## src/design/wnps_pkg.sv

```systemverilog
// Shared types and constants of the nearest path point search.
package wnps_pkg;

    localparam int COORD_W = 24;
    localparam int IDX_W   = 11;
    localparam int ABS_W   = COORD_W + 1;
    localparam int DIST_W  = 2 * COORD_W + 2;

    typedef enum logic [1:0] {
        MODE_APPEND     = 2'd0,
        MODE_SEARCH_ALL = 2'd1,
        MODE_SEARCH_WIN = 2'd2,
        MODE_CLEAR      = 2'd3
    } t_mode;

    typedef struct packed {
        logic signed [COORD_W-1:0] x;
        logic signed [COORD_W-1:0] y;
    } t_point;

    typedef struct packed {
        logic vld;
        logic last;
    } t_tag;

endpackage

```

## src/design/wnps_dist.sv

```systemverilog
// Three-stage squared distance pipeline with index and tag carried along.
module wnps_dist
    import wnps_pkg::*;
#(
    parameter int IW = 10
) (
    input  logic                      i_clk,
    input  logic                      i_rst_n,
    input  t_tag                      i_tag,
    input  logic [IW-1:0]             i_idx,
    input  t_point                    i_pt,
    input  logic signed [COORD_W-1:0] i_qx,
    input  logic signed [COORD_W-1:0] i_qy,
    output t_tag                      o_tag,
    output logic [IW-1:0]             o_idx,
    output logic [DIST_W-1:0]         o_dist
);

    t_tag                r_tag1, r_tag2;
    logic [IW-1:0]       r_idx1, r_idx2;
    logic [ABS_W-1:0]    r_ax, r_ay;
    logic [DIST_W-1:0]   r_sqx, r_sqy;
    logic signed [ABS_W-1:0] dx, dy;

    assign dx = ABS_W'(i_pt.x) - ABS_W'(i_qx);
    assign dy = ABS_W'(i_pt.y) - ABS_W'(i_qy);

    always_ff @(posedge i_clk) begin
        if (!i_rst_n) begin
            r_tag1 <= '0;
            r_tag2 <= '0;
            o_tag  <= '0;
        end else begin
            r_tag1 <= i_tag;
            r_tag2 <= r_tag1;
            o_tag  <= r_tag2;
        end
    end

    always_ff @(posedge i_clk) begin
        r_idx1 <= i_idx;
        r_ax   <= dx[ABS_W-1] ? ABS_W'(-dx) : ABS_W'(dx);
        r_ay   <= dy[ABS_W-1] ? ABS_W'(-dy) : ABS_W'(dy);
        r_idx2 <= r_idx1;
        r_sqx  <= DIST_W'(r_ax) * DIST_W'(r_ax);
        r_sqy  <= DIST_W'(r_ay) * DIST_W'(r_ay);
        o_idx  <= r_idx2;
        o_dist <= r_sqx + r_sqy;
    end

endmodule

```

## config.mk

```make
export PLATFORM = sky130hd
export DESIGN_NAME = wnps_dist
export DESIGN_NICKNAME = d
export VERILOG_FILES = /design/src/design/wnps_pkg.sv /design/src/design/wnps_dist.sv
export SDC_FILE = /design/constraint.sdc
export NUM_CORES = 2
export LEC_CHECK = 0
export ABC_AREA = 1
export BUFFER_PORTS_ARGS = -buffer_cell sky130_fd_sc_hd__buf_2
export CORE_ASPECT_RATIO = 0.5
export CORE_MARGIN = 3
export CORE_UTILIZATION = 50
export DETAILED_ROUTE_END_ITERATION = 8
export HOLD_SLACK_MARGIN = 0.06
export PLACE_DENSITY_LB_ADDON = 0.08
export SYNTH_ARGS = -nofsm -noshare
export SYNTH_HDL_FRONTEND = slang
export SYNTH_SLANG_ARGS = --single-unit
```

## constraint.sdc

```tcl
create_clock -name i_clk -period 7.6 [get_ports i_clk]
set_clock_uncertainty 0.05 [all_clocks]
set_input_delay 0.38 -clock i_clk [delete_from_list [all_inputs] [get_ports i_clk]]
set_output_delay 0.38 -clock i_clk [all_outputs]
set_load 0.01 [all_outputs]
```

==> results.ini <==
[global_route]
grt_usage_pct = 26.9
grt_max_degree = 27
overflow = 0
antenna_found_initial = 2
grt_pass1_vias = 42800
grt_pass1_wl_mm = 223

[synth]
synth_most_common_cell = inv_1
syn_avg_cell_area_um2 = 7.63
synth.net_count = 8078
synthesis.area_um2 = 50100
ys_ff_latch = 234
synthTopCellsByArea = fa_1, inv_1, ha_1
synth_warnings = 0
synth_edf_count = 0
ys_types = 40
async_reset_ff_share_pct = 0
netlist.area_leader.share_pct = 37.3
seq_area_frac_synth_pct = 9.35
synth_ff_type = dfxtp_1
synth_commonest_cells = inv_1, nand2_1, fa_1
syn_inst = 6562
yosys.area.top_type = fa_1

[clocking]
cts_htree_levels = 1
clockBufferDepth = 3
cts_made_buffers = 26
cts_num_sinks = 234
cts_tree = done
root_buffer = clkbuf_16
clk_pin_slew_ns = 0.07
clk_latency_ns = 0.58

[route]
firstDrtPassIters = 5
routedWlPerCell_um = 16.9
drt-initial-drc-count = 2392
vias_per_cell = 4.96
vias = 40000
routed_wl_mm = 136
post-route-drc-count = 0
final_antenna_net_count = 0

[floorplan]
die_h_um = 230
rows = 81
start_util_pct = 50.9
fp.dieW_um = 454
core_area_um2 = 98500
io_pins = 172
die-area_um2 = 104000

[finish]
fillerInstances = 9577
num-nets-final = 8234
drive_above_1_share_pct = 4.81
multi_input_area_um2 = 37400
area_growth_syn_to_layout_pct = 7.54
fin_area_um2 = 53900
register_area_um2 = 4680

[sta]
setup_violations = 0
slew_violations = 0
fmax_ghz = 0.139
min_period_over_period_pct = 94.8
worstMarginPinSlew_ns = 1.05
period_minus_slack_ns = 7.21
rsz0062_at_grt = false
relSlewSlack_pct = 29.6
fin_tns_setup_ns = 0
hold_violations = 0

[placement]
port_buffers = 171
gp_congestion = 0.933
place_area_um2 = 52800
dp.final_hpwl_mm = 120

[critical_path]
path_max_fanout = 16
crit_required_ns = 8.00
critPathKind = reg -> reg
arrival_ns = 7.61
start_kind = flip-flop
critPathCaptureType = flip-flop

[status]
status = finished, final reports clean

[min_path]
hp-class = in -> reg

[job]
cap_violations = 0

[placed cells by master, fill, tap and decap left out, drive strengths merged, types with 5 or more instances in the layout]
cell,n
dlygate4sd3,15
nand4,36
and2,5
nand3,191
nor4,16
o21bai,18
clkbuf,31
nor2,331
o21a,12
xor2,126
xnor2,67
nor3,32
o21ai,130
ha,472
nand2,1490
inv,2000
fa,934
bufinv,5
nor3b,6
a31oi,27
a21o,17
dfxtp,234
o211ai,6
buf,260
a21oi,240
clkinv,5
[flip-flops by register name, summed over array words and instances (netlist names)]
| name | count |
|---|---|
| r_sqy | 49 |
| o_tag | 2 |
| r_ax | 25 |
| r_idx1 | 10 |
| r_idx2 | 10 |
| r_sqx | 49 |
| r_ay | 25 |
| r_tag1 | 2 |
| o_dist | 50 |
| o_idx | 10 |
| r_tag2 | 2 |
[per-layer routing]
metal,up-vias,part of all wire (%),global-route usage [%]
met5,-,0.0073,0
met1,19400,44,36.6
met3,215,5.8,3.69
met4,2,3.1,7.10
met2,1066,47,45.1
li1,19300,-,-
[metrics by stage]
stage / instances / util, % / hold WS [ns] / worst slack, ns
6_report: 8066 / 54.7 / 0.104 / 0.392
5_1_grt: 8065 / 54.7 / 0.110 / 0.0639
4_1_cts: 8065 / 54.7 / 0.0783 / 0.411
3_5_place_dp: 8003 / 53.6 / 0.263 / 0.422
3_3_place_gp: 8003 / 53.6 / 0.260 / 0.436
2_1_floorplan: 6562 / - / 0.260 / 1.27
[logic make-up (layout without fill, tap and decap cells)]
| logic type | Yosys count | after routing | synth area share, % |
|---|---|---|---|
| other cells | 0 | 1 | 0 |
| fa+ha+maj | 1406 | 1406 | 49.1 |
| buf+inv | 2143 | 2318 | 16.1 |
| compound gates | 468 | 468 | 5.11 |
| flops | 234 | 234 | 9.35 |
| simple gates | 2118 | 2118 | 16.9 |
| xor+xnor | 193 | 193 | 3.41 |
[critical path, stage by stage (launching register included)]
cell,delay [ns]
dfxtp_1,1.02
buf_4,0.31
nand2_1,0.09
inv_1,0.08
ha_1,0.23
xnor2_1,0.15
fa_1,0.55
inv_1,0.06
fa_1,0.50
fa_1,0.57
fa_1,0.42
fa_1,0.49
inv_1,0.05
fa_1,0.47
inv_1,0.04
ha_1,0.35
a21oi_1,0.21
o21ai_0,0.17
a21oi_1,0.29
nand2_1,0.09
a21oi_1,0.31
o21ai_0,0.23
nand2_1,0.16
nand2_1,0.07
nand2_1,0.06
nand2_1,0.09
[cell type report]
type,instances,share of cell area [%]
diodes,1,0.00464
clock buffers,31,1.28
clock inverters,16,0.444
inverters,1996,13.9
multi-input cells,4185,69.3
flip-flops and latches,234,8.69
well taps,1328,3.08
repair buffers,275,3.25
[final timing paths]
kind                                 from         to  slack, ns  cells after the start
worst max-delay path             r_ay[10]  r_sqy[39]       0.39                     25
worst min-delay path              i_qy[0]    r_ay[0]       0.10                      3
worst max register to register   r_ay[10]  r_sqy[39]       0.39                     25
worst min register to register  r_idx1[1]  r_idx2[1]       0.26                      0
[what timing repair did]
| item | CTS | global route |
|---|---|---|
| hold buffers | 15 | 0 |
| endpoints found under the hold margin | 16 | 0 |
| resized for setup | 0 | 0 |
| setup buffers | 0 | 0 |
Power is left out: the tool's default activity adds up to more than one toggle a clock period on the data nets, which glitch-free logic cannot reach.
